===== config.mk =====
export PLATFORM = sky130hd
export DESIGN_NAME = percent_segment_decoder_utf8_check
export DESIGN_NICKNAME = d
export VERILOG_FILES = /design/src/rtl/psd_pkg.sv /design/src/rtl/psd_core.sv /design/src/rtl/psd_skid.sv /design/src/rtl/percent_segment_decoder_utf8_check.sv
export SDC_FILE = /design/constraint.sdc
export NUM_CORES = 1
export LEC_CHECK = 0
export ABC_AREA = 1
export BUFFER_PORTS_ARGS = -buffer_cell sky130_fd_sc_hd__clkbuf_2
export CORE_MARGIN = 1.5
export CORE_UTILIZATION = 61
export CTS_CLUSTER_SIZE = 8
export DETAILED_ROUTE_END_ITERATION = 7
export PLACE_DENSITY = 0.8
export RECOVER_POWER = 100
export SLEW_MARGIN = 15
export SYNTH_ARGS = -nofsm -noshare
export SYNTH_HDL_FRONTEND = slang
export SYNTH_SLANG_ARGS = --single-unit

===== constraint.sdc =====
create_clock -name clk -period 4.24 [get_ports clk]
set_input_delay 0.636 -clock clk [delete_from_list [all_inputs] [get_ports clk]]
set_output_delay 0.636 -clock clk [all_outputs]
set_load 0.02 [all_outputs]

===== src/rtl/psd_pkg.sv =====
`default_nettype none
// ----------------------------------------------------------------------------
// psd_pkg
// Shared types and status codes for the percent segment decoder.
// ----------------------------------------------------------------------------
package psd_pkg;

  typedef struct packed {
    logic [7:0] in_byte;
    logic       byte_present;
    logic       seg_last;
  } in_t;

  typedef struct packed {
    logic       out_valid;
    logic [7:0] out_byte;
    logic       done_res;
    logic [3:0] status;
  } out_t;

  localparam logic [3:0] ST_OK          = 4'd0;
  localparam logic [3:0] ST_EMPTY       = 4'd1;
  localparam logic [3:0] ST_BAD_ESCAPE  = 4'd2;
  localparam logic [3:0] ST_ESC_LITERAL = 4'd3;
  localparam logic [3:0] ST_BAD_LEAD    = 4'd4;
  localparam logic [3:0] ST_TRUNCATED   = 4'd5;
  localparam logic [3:0] ST_BAD_CONT    = 4'd6;
  localparam logic [3:0] ST_NONCANON    = 4'd7;
  localparam logic [3:0] ST_CONTROL     = 4'd8;
  localparam logic [3:0] ST_DOT         = 4'd9;

  // percent error codes
  localparam logic [1:0] PE_NONE    = 2'd0;
  localparam logic [1:0] PE_BAD_ESC = 2'd1;
  localparam logic [1:0] PE_ESC_LIT = 2'd2;

  // UTF-8 error codes (status minus three)
  localparam logic [2:0] UE_NONE     = 3'd0;
  localparam logic [2:0] UE_BAD_LEAD = 3'd1;
  localparam logic [2:0] UE_BAD_CONT = 3'd3;
  localparam logic [2:0] UE_NONCANON = 3'd4;
  localparam logic [2:0] UE_CONTROL  = 3'd5;

  // escape phases
  localparam logic [1:0] EP_IDLE = 2'd0;
  localparam logic [1:0] EP_HIGH = 2'd1;
  localparam logic [1:0] EP_LOW  = 2'd2;

endpackage
`default_nettype wire


===== src/rtl/psd_core.sv =====
`default_nettype none
// ----------------------------------------------------------------------------
// psd_core
// Segment state and single-pass percent decode plus UTF-8 check per byte.
// ----------------------------------------------------------------------------
module psd_core (
  input  wire logic         clk,
  input  wire logic         rst,
  input  wire logic         take,
  input  wire psd_pkg::in_t item,
  output psd_pkg::out_t     res
);
  import psd_pkg::*;

  logic [1:0]  escape_phase, escape_phase_next;
  logic [3:0]  high_nibble, high_nibble_next;
  logic [1:0]  seq_remaining, seq_remaining_next;
  logic [2:0]  seq_length, seq_length_next;
  logic [20:0] code_accum, code_accum_next;
  logic        cont_bad, cont_bad_next;
  logic [1:0]  percent_err, percent_err_next;
  logic [2:0]  utf_err, utf_err_next;
  logic [1:0]  decoded_count, decoded_count_next;
  logic        all_dots, all_dots_next;

  logic        emit;
  logic [7:0]  ev;
  logic [7:0]  esc_val;
  logic [20:0] acc_shift;
  logic        cb_upd;
  logic [1:0]  pe_final;
  logic [3:0]  st;

  function automatic logic unreserved(input logic [7:0] b);
    return (b >= 8'h41 && b <= 8'h5A) || (b >= 8'h61 && b <= 8'h7A) ||
           (b >= 8'h30 && b <= 8'h39) || b == 8'h2E || b == 8'h5F ||
           b == 8'h7E || b == 8'h2D;
  endfunction

  function automatic logic up_hex(input logic [7:0] b);
    return (b >= 8'h30 && b <= 8'h39) || (b >= 8'h41 && b <= 8'h46);
  endfunction

  function automatic logic [3:0] hex_nib(input logic [7:0] b);
    logic [7:0] d;
    d = (b <= 8'h39) ? b - 8'h30 : b - 8'h37;
    return d[3:0];
  endfunction

  // classify a completed sequence; UE_NONE when it is fine
  function automatic logic [2:0] finish_code(input logic [20:0] cp,
                                             input logic [2:0]  len,
                                             input logic        bad);
    logic [2:0] c;
    c = UE_NONE;
    if (bad) begin
      c = UE_BAD_CONT;
    end else if ((len == 3'd3 && cp < 21'h800) || (len == 3'd4 && cp < 21'h10000) ||
                 (cp >= 21'hD800 && cp <= 21'hDFFF) || cp > 21'h10FFFF) begin
      c = UE_NONCANON;
    end else if (cp <= 21'h1F || (cp >= 21'h7F && cp <= 21'h9F)) begin
      c = UE_CONTROL;
    end
    return c;
  endfunction

  assign esc_val   = {high_nibble, hex_nib(item.in_byte)};
  assign acc_shift = {code_accum[14:0], ev[5:0]};
  assign cb_upd    = cont_bad | (ev[7:6] != 2'b10);

  always_comb begin
    escape_phase_next  = escape_phase;
    high_nibble_next   = high_nibble;
    seq_remaining_next = seq_remaining;
    seq_length_next    = seq_length;
    code_accum_next    = code_accum;
    cont_bad_next      = cont_bad;
    percent_err_next   = percent_err;
    utf_err_next       = utf_err;
    decoded_count_next = decoded_count;
    all_dots_next      = all_dots;
    emit               = 1'b0;
    ev                 = 8'h00;
    pe_final           = PE_NONE;
    st                 = ST_OK;

    if (item.byte_present && percent_err == PE_NONE) begin
      case (escape_phase)
        EP_IDLE: begin
          if (unreserved(item.in_byte)) begin
            emit = 1'b1;
            ev   = item.in_byte;
          end else if (item.in_byte == 8'h25) begin
            escape_phase_next = EP_HIGH;
          end else begin
            percent_err_next = PE_BAD_ESC;
          end
        end
        EP_HIGH: begin
          if (up_hex(item.in_byte)) begin
            high_nibble_next  = hex_nib(item.in_byte);
            escape_phase_next = EP_LOW;
          end else begin
            percent_err_next  = PE_BAD_ESC;
            escape_phase_next = EP_IDLE;
          end
        end
        default: begin
          escape_phase_next = EP_IDLE;
          if (!up_hex(item.in_byte)) begin
            percent_err_next = PE_BAD_ESC;
          end else if (unreserved(esc_val)) begin
            percent_err_next = PE_ESC_LIT;
          end else begin
            emit = 1'b1;
            ev   = esc_val;
          end
        end
      endcase
    end

    if (emit) begin
      if (decoded_count != 2'd3) decoded_count_next = decoded_count + 2'd1;
      if (ev != 8'h2E) all_dots_next = 1'b0;
      if (utf_err == UE_NONE) begin
        if (seq_remaining == 2'd0) begin
          if (ev <= 8'h7F) begin
            utf_err_next = finish_code({13'd0, ev}, 3'd1, 1'b0);
          end else if (ev >= 8'hC2 && ev <= 8'hDF) begin
            code_accum_next    = {16'd0, ev[4:0]};
            seq_length_next    = 3'd2;
            seq_remaining_next = 2'd1;
          end else if (ev >= 8'hE0 && ev <= 8'hEF) begin
            code_accum_next    = {17'd0, ev[3:0]};
            seq_length_next    = 3'd3;
            seq_remaining_next = 2'd2;
          end else if (ev >= 8'hF0 && ev <= 8'hF4) begin
            code_accum_next    = {18'd0, ev[2:0]};
            seq_length_next    = 3'd4;
            seq_remaining_next = 2'd3;
          end else begin
            utf_err_next = UE_BAD_LEAD;
          end
        end else if (seq_remaining == 2'd1) begin
          utf_err_next       = finish_code(acc_shift, seq_length, cb_upd);
          code_accum_next    = 21'd0;
          seq_length_next    = 3'd0;
          seq_remaining_next = 2'd0;
          cont_bad_next      = 1'b0;
        end else begin
          code_accum_next    = acc_shift;
          cont_bad_next      = cb_upd;
          seq_remaining_next = seq_remaining - 2'd1;
        end
      end
    end

    if (item.seg_last) begin
      pe_final = percent_err_next;
      if (percent_err_next == PE_NONE && escape_phase_next != EP_IDLE) pe_final = PE_BAD_ESC;
      if (pe_final != PE_NONE) begin
        st = {2'b00, pe_final} + 4'd1;
      end else if (decoded_count_next == 2'd0) begin
        st = ST_EMPTY;
      end else if (utf_err_next != UE_NONE) begin
        st = {1'b0, utf_err_next} + 4'd3;
      end else if (seq_remaining_next != 2'd0) begin
        st = ST_TRUNCATED;
      end else if (all_dots_next && decoded_count_next <= 2'd2) begin
        st = ST_DOT;
      end
      // segment closed: return to the reset state
      escape_phase_next  = EP_IDLE;
      high_nibble_next   = 4'd0;
      seq_remaining_next = 2'd0;
      seq_length_next    = 3'd0;
      code_accum_next    = 21'd0;
      cont_bad_next      = 1'b0;
      percent_err_next   = PE_NONE;
      utf_err_next       = UE_NONE;
      decoded_count_next = 2'd0;
      all_dots_next      = 1'b1;
    end

    res.out_valid = emit;
    res.out_byte  = ev;
    res.done_res  = item.seg_last;
    res.status    = st;
  end

  always_ff @(posedge clk) begin
    if (rst) begin
      escape_phase  <= EP_IDLE;
      high_nibble   <= 4'd0;
      seq_remaining <= 2'd0;
      seq_length    <= 3'd0;
      code_accum    <= 21'd0;
      cont_bad      <= 1'b0;
      percent_err   <= PE_NONE;
      utf_err       <= UE_NONE;
      decoded_count <= 2'd0;
      all_dots      <= 1'b1;
    end else if (take) begin
      escape_phase  <= escape_phase_next;
      high_nibble   <= high_nibble_next;
      seq_remaining <= seq_remaining_next;
      seq_length    <= seq_length_next;
      code_accum    <= code_accum_next;
      cont_bad      <= cont_bad_next;
      percent_err   <= percent_err_next;
      utf_err       <= utf_err_next;
      decoded_count <= decoded_count_next;
      all_dots      <= all_dots_next;
    end
  end

`ifndef NO_ASSERTIONS
  a_last_clears: assert property (@(posedge clk) disable iff (rst)
    take && item.seg_last |=> escape_phase == EP_IDLE && decoded_count == 2'd0 && all_dots)
    else $error("segment state not cleared after last item");
  a_seq_len: assert property (@(posedge clk) disable iff (rst)
    seq_remaining != 2'd0 |-> {1'b0, seq_remaining} + 3'd1 <= seq_length)
    else $error("sequence count exceeds sequence length");
  a_pe_code: assert property (@(posedge clk) disable iff (rst)
    percent_err != 2'd3 && escape_phase != 2'd3)
    else $error("illegal percent error or escape phase");
  a_emit_counts: assert property (@(posedge clk) disable iff (rst)
    take && res.out_valid && !item.seg_last |=> decoded_count != 2'd0)
    else $error("decoded byte not counted");
`endif

endmodule
`default_nettype wire


===== src/rtl/psd_skid.sv =====
`default_nettype none
// ----------------------------------------------------------------------------
// psd_skid
// Two-entry result buffer: output register plus skid register.
// ----------------------------------------------------------------------------
module psd_skid (
  input  wire logic          clk,
  input  wire logic          rst,
  input  wire logic          in_valid,
  output logic               in_ready,
  input  wire psd_pkg::out_t in_data,
  output logic               out_valid,
  input  wire logic          out_ready,
  output psd_pkg::out_t      out_data
);
  import psd_pkg::*;

  out_t head, spare;
  logic head_full, spare_full;
  logic push, pop;

  assign in_ready  = !spare_full;
  assign out_valid = head_full;
  assign out_data  = head;
  assign push      = in_valid && in_ready;
  assign pop       = head_full && out_ready;

  always_ff @(posedge clk) begin
    if (rst) begin
      head_full  <= 1'b0;
      spare_full <= 1'b0;
    end else if (spare_full) begin
      if (pop) begin
        head_full  <= 1'b1;
        spare_full <= 1'b0;
      end
    end else if (!head_full || pop) begin
      head_full <= push;
    end else if (push) begin
      spare_full <= 1'b1;
    end
  end

  // payload registers: no reset
  always_ff @(posedge clk) begin
    if (spare_full) begin
      if (pop) head <= spare;
    end else if (!head_full || pop) begin
      if (push) head <= in_data;
    end else if (push) begin
      spare <= in_data;
    end
  end

`ifndef NO_ASSERTIONS
  a_order: assert property (@(posedge clk) disable iff (rst)
    spare_full |-> head_full)
    else $error("skid entry held without output entry");
  a_hold: assert property (@(posedge clk) disable iff (rst)
    head_full && !out_ready |=> head_full && $stable(head))
    else $error("stalled result changed");
  a_refill: assert property (@(posedge clk) disable iff (rst)
    spare_full && pop |=> head_full && !spare_full)
    else $error("skid entry lost on transfer");
`endif

endmodule
`default_nettype wire


===== src/rtl/percent_segment_decoder_utf8_check.sv =====
`default_nettype none
// ----------------------------------------------------------------------------
// percent_segment_decoder_utf8_check
// Strict percent decoding of a path segment with UTF-8 validation.
// ----------------------------------------------------------------------------
// Input channel (in_valid/in_ready/in_data) carries one raw byte per transfer,
// with byte_present and a seg_last flag. Every input transfer yields exactly
// one result transfer on out_valid/out_ready/out_data: out_data.out_valid
// marks a decoded byte, and on the segment's last item done_res is set with
// the final status.
// Each result is registered in the result buffer before it is presented.
// Throughput: one item per cycle while in_ready is high; the decode and UTF-8
// update for a byte is one combinational pass in front of the result buffer.
// A two-entry result buffer decouples the sides: input is taken while one
// result waits; in_ready drops only when both entries are full, i.e. after
// the receiver has stalled for two results.
// Reset (rst, synchronous) returns the segment state to its initial values
// and empties the result buffer. Segment state also clears after every
// last item, so segments follow each other back to back.
// ----------------------------------------------------------------------------
module percent_segment_decoder_utf8_check (
  input  wire logic         clk,
  input  wire logic         rst,
  input  wire logic         in_valid,
  output logic              in_ready,
  input  wire psd_pkg::in_t in_data,
  output logic              out_valid,
  input  wire logic         out_ready,
  output psd_pkg::out_t     out_data
);
  import psd_pkg::*;

  out_t res;
  logic take;

  assign take = in_valid && in_ready;

  psd_core u_core (
    .clk  (clk),
    .rst  (rst),
    .take (take),
    .item (in_data),
    .res  (res)
  );

  psd_skid u_skid (
    .clk       (clk),
    .rst       (rst),
    .in_valid  (in_valid),
    .in_ready  (in_ready),
    .in_data   (res),
    .out_valid (out_valid),
    .out_ready (out_ready),
    .out_data  (out_data)
  );

endmodule
`default_nettype wire

==> results.yml <==
power_and_ir_drop:
  p_leak_uw: 0.002130
  ir_drop_mv: 0.2557
  net-switching-power_uw: 515.4
  power.internal_uw: 1059
  seq_power_share: 0.446
  power_density_mw_per_mm2: 332.3
  switching_share: 0.3274
  power_frac_clock: 0.348
  comb_power_share: 0.206
floorplan:
  num_rows: 30
  initial_core_util: 0.6296
  fp.dieArea_mm2: 0.007484
  die_width_um: 86.51
  io_pins: 30
  die_h_um: 86.51
  core_area_mm2: 0.006756
layout:
  drive_gt1_frac: 0.1300
  final_cell_mix: "152 x nand2_1, 71 x inv_1, 58 x nor2_1, 44 x a21oi_1, 43 x nand3_1"
  fin_cells: 734
  fin_nets: 670
  area_delta_synth_final_pct: 11.38
  final_common_cell: "nand2_1"
  diodes: 0
status:
  status: "finished, violations left"
  violations: "capacitance limit, slew limit"
clock_tree:
  clk_pin_slew_worst_paths_ps: 80
  clockBufferDepth: 2
  insertion_delay_ps: 350
  postCtsHoldBufs: 0
  htreeDepth: 3
  cts_tree: "yes"
  cts.sink_count: 65
  numCtsBuffers: 9
  cts_root_buf: "clkbuf_8"
placement:
  place_ws_ps: 33.66
  port_buffers: 29
  dp_hpwl_um: 8058
  gp_congestion: 1.047
  dp.cells: 717
timing:
  skew_ps: 11.36
  fmax_ghz: 0.2551
  timing.final.crit_share: 0.9246
  setup_viol: 0
  layout_min_cycle_time_ps: 3920
  drv_slew: 52
  hold_viol_final: 0
  slew_headroom: -0.3944
  worstMarginPinSlew_ps: 2076
  tns_ps: 0
  fin_ws_ps: 319.7
critical_path:
  crit_arrival_ps: 4020
  critPathRequiredTime_ps: 4340
  worst_path_max_delay_cell: "a21boi_0"
  path_class: "in -> reg"
  r2r_setup_slack_ps: 720
  cpPeakStageDelay_ps: 290
  crit_path_start_kind: "input port"
  path_max_fanout: 8
  cpMostUsedCell: "nand2_1"
  worstSetupEndpointType: "flip-flop"
global_routing:
  grt_pass1_vias: 3765
  gr-total-overflow: 0
  globalRouteMet1Util: 0.4392
  gr-usage-met3: 0.08286
  grt_pass1_wl_um: 18090
  grt_max_degree: 37
  use_met2: 0.4645
  busiest_layer: "met2"
  grtUsageTotal: 0.3102
  antenna_found_initial: 0
logic_synthesis:
  synthTopCellsByArea: "edfxtp_1 20%, dfxtp_1 17%, nand2_1 13%"
  synth_edf_count: 28
  postSynthAreaPerCell_um2: 7.008
  synth_ff_type: "dfxtp_1"
  yosys_warnings: 0
  ys_async_sr_fraction: 0
  synth_nets: 628
  seq_area_frac_synth: 0.3718
  netlist_instances: 607
  synth_area_mm2: 0.004254
  synthDistinctLibCells: 44
  synth_top_area_share: 0.1976
  synth-seq-cells: 65
  yosysTopAreaCell: "edfxtp_1"
drt:
  ant_nets: 0
  vias: 4305
  drtIter0Drc: 325
  wl_per_cell_um: 15.09
  wl_um: 11080
  drt-pass1-iter-count: 5
  viasPerCell: 5.865
  remaining_drc_errors: 0
worst_hold_path:
  hold_class: "reg -> reg"
run:
  max_cap_viol_count: 2
==> sequential cells by signal, indices dropped and copies added, names as in the netlist <==
signal	flops
u_core.code_accum	15
u_skid.out_data	14
u_skid.spare	14
u_core.high_nibble	4
u_core.seq_length	3
u_core.utf_err	3
u_core.decoded_count	2
u_core.escape_phase	2
u_core.percent_err	2
u_core.seq_remaining	2
u_core.all_dots	1
u_core.cont_bad	1
u_skid.out_valid	1
u_skid.spare_full	1
==> final cells by class <==
cell class | instances | area, um2
clock buffer | 9 | 123.9
clock inverter | 7 | 80.08
fill | 598 | 2018
inverter | 77 | 289.0
multi-input combinational | 449 | 2323
sequential | 65 | 1582
tap | 80 | 100.1
timing repair buffer | 47 | 240.2
==> metal layers <==
metal  vias to the layer above  share of wire
li1                       2133              -
met1                      1937           0.46
met2                       209           0.44
met3                        26          0.085
met4                         0          0.021
met5                         -              0
==> critical path, delay by kind of cell <==
family,cells,cell delay [ps]
AOI/OAI and AO/OA,4,740
buffers and inverters,5,500
adders and majority gates,1,210
and+or+nand+nor,20,1900
==> worst paths after layout <==
path,startpoint,to,cells past startpoint
worst max-delay path,in_data[2],u_skid.out_data[3]$_DFFE_PP_,30
worst min-delay path,u_core.code_accum[13]$_SDFFE_PP0P_,u_core.code_accum[13]$_SDFFE_PP0P_,2
worst max register to register,u_core.high_nibble[3]$_SDFFE_PP0P_,u_skid.out_data[3]$_DFFE_PP_,25
worst min register to register,u_core.code_accum[13]$_SDFFE_PP0P_,u_core.code_accum[13]$_SDFFE_PP0P_,2
==> cells in the mapped netlist (3+ instances only) <==
library cell and number:
buf_2 3, a211oi_1 14, nand2_4 7, a21boi_0 3, o21ai_1 4, inv_1 70, nor2_2 3, ha_1 7
nor2_1 58, a21oi_1 44, dfxtp_1 37, nor3_1 21, nand3_1 44, clkbuf_1 11, nand4_1 17, nor4_1 6
nand3_2 3, edfxtp_1 28, nand2_2 14, nand2_1 152, a31oi_1 5, inv_2 5, nand3b_1 3, o21ai_0 24
==> cell families after synthesis <==
family | count (synthesis) | synth area share
and+or+nand+nor | 334 | 0.3685
AOI/OAI and AO/OA | 107 | 0.1524
buffers and inverters | 93 | 0.08470
DFF | 65 | 0.3718
adders and majority gates | 7 | 0.02059
xor gates and xnor gates | 1 | 0.002059
==> per-stage QoR <==
stage	hold slack, ps	cell area, um2	total power, uW	util
global route	489.7	4738	1644	0.7013
CTS	467.8	4765	1579	0.7052
finish	465.4	4738	1574	0.7013
global placement	449.8	4561	1032	0.6750
detailed placement	454.8	4561	1038	0.6750
floorplan	437.1	4254	945.5	-
==> timing repair <==
| item | CTS | global route |
|---|---|---|
| setup buffers | 0 | 1 |
| resized for setup | 0 | 4 |
| setup endpoints to repair | 0 | 4 |
==> power by group through the flow <==
stage               Sequential [uW]  Combinational [uW]  Clock, uW
finish                          702                 324        549
global route                    705                 360        579
CTS                             701                 325        552
detailed placement              716                 322          0
global placement                715                 317          0
floorplan                       730                 215          0
(Power assumes the default switching activity.)
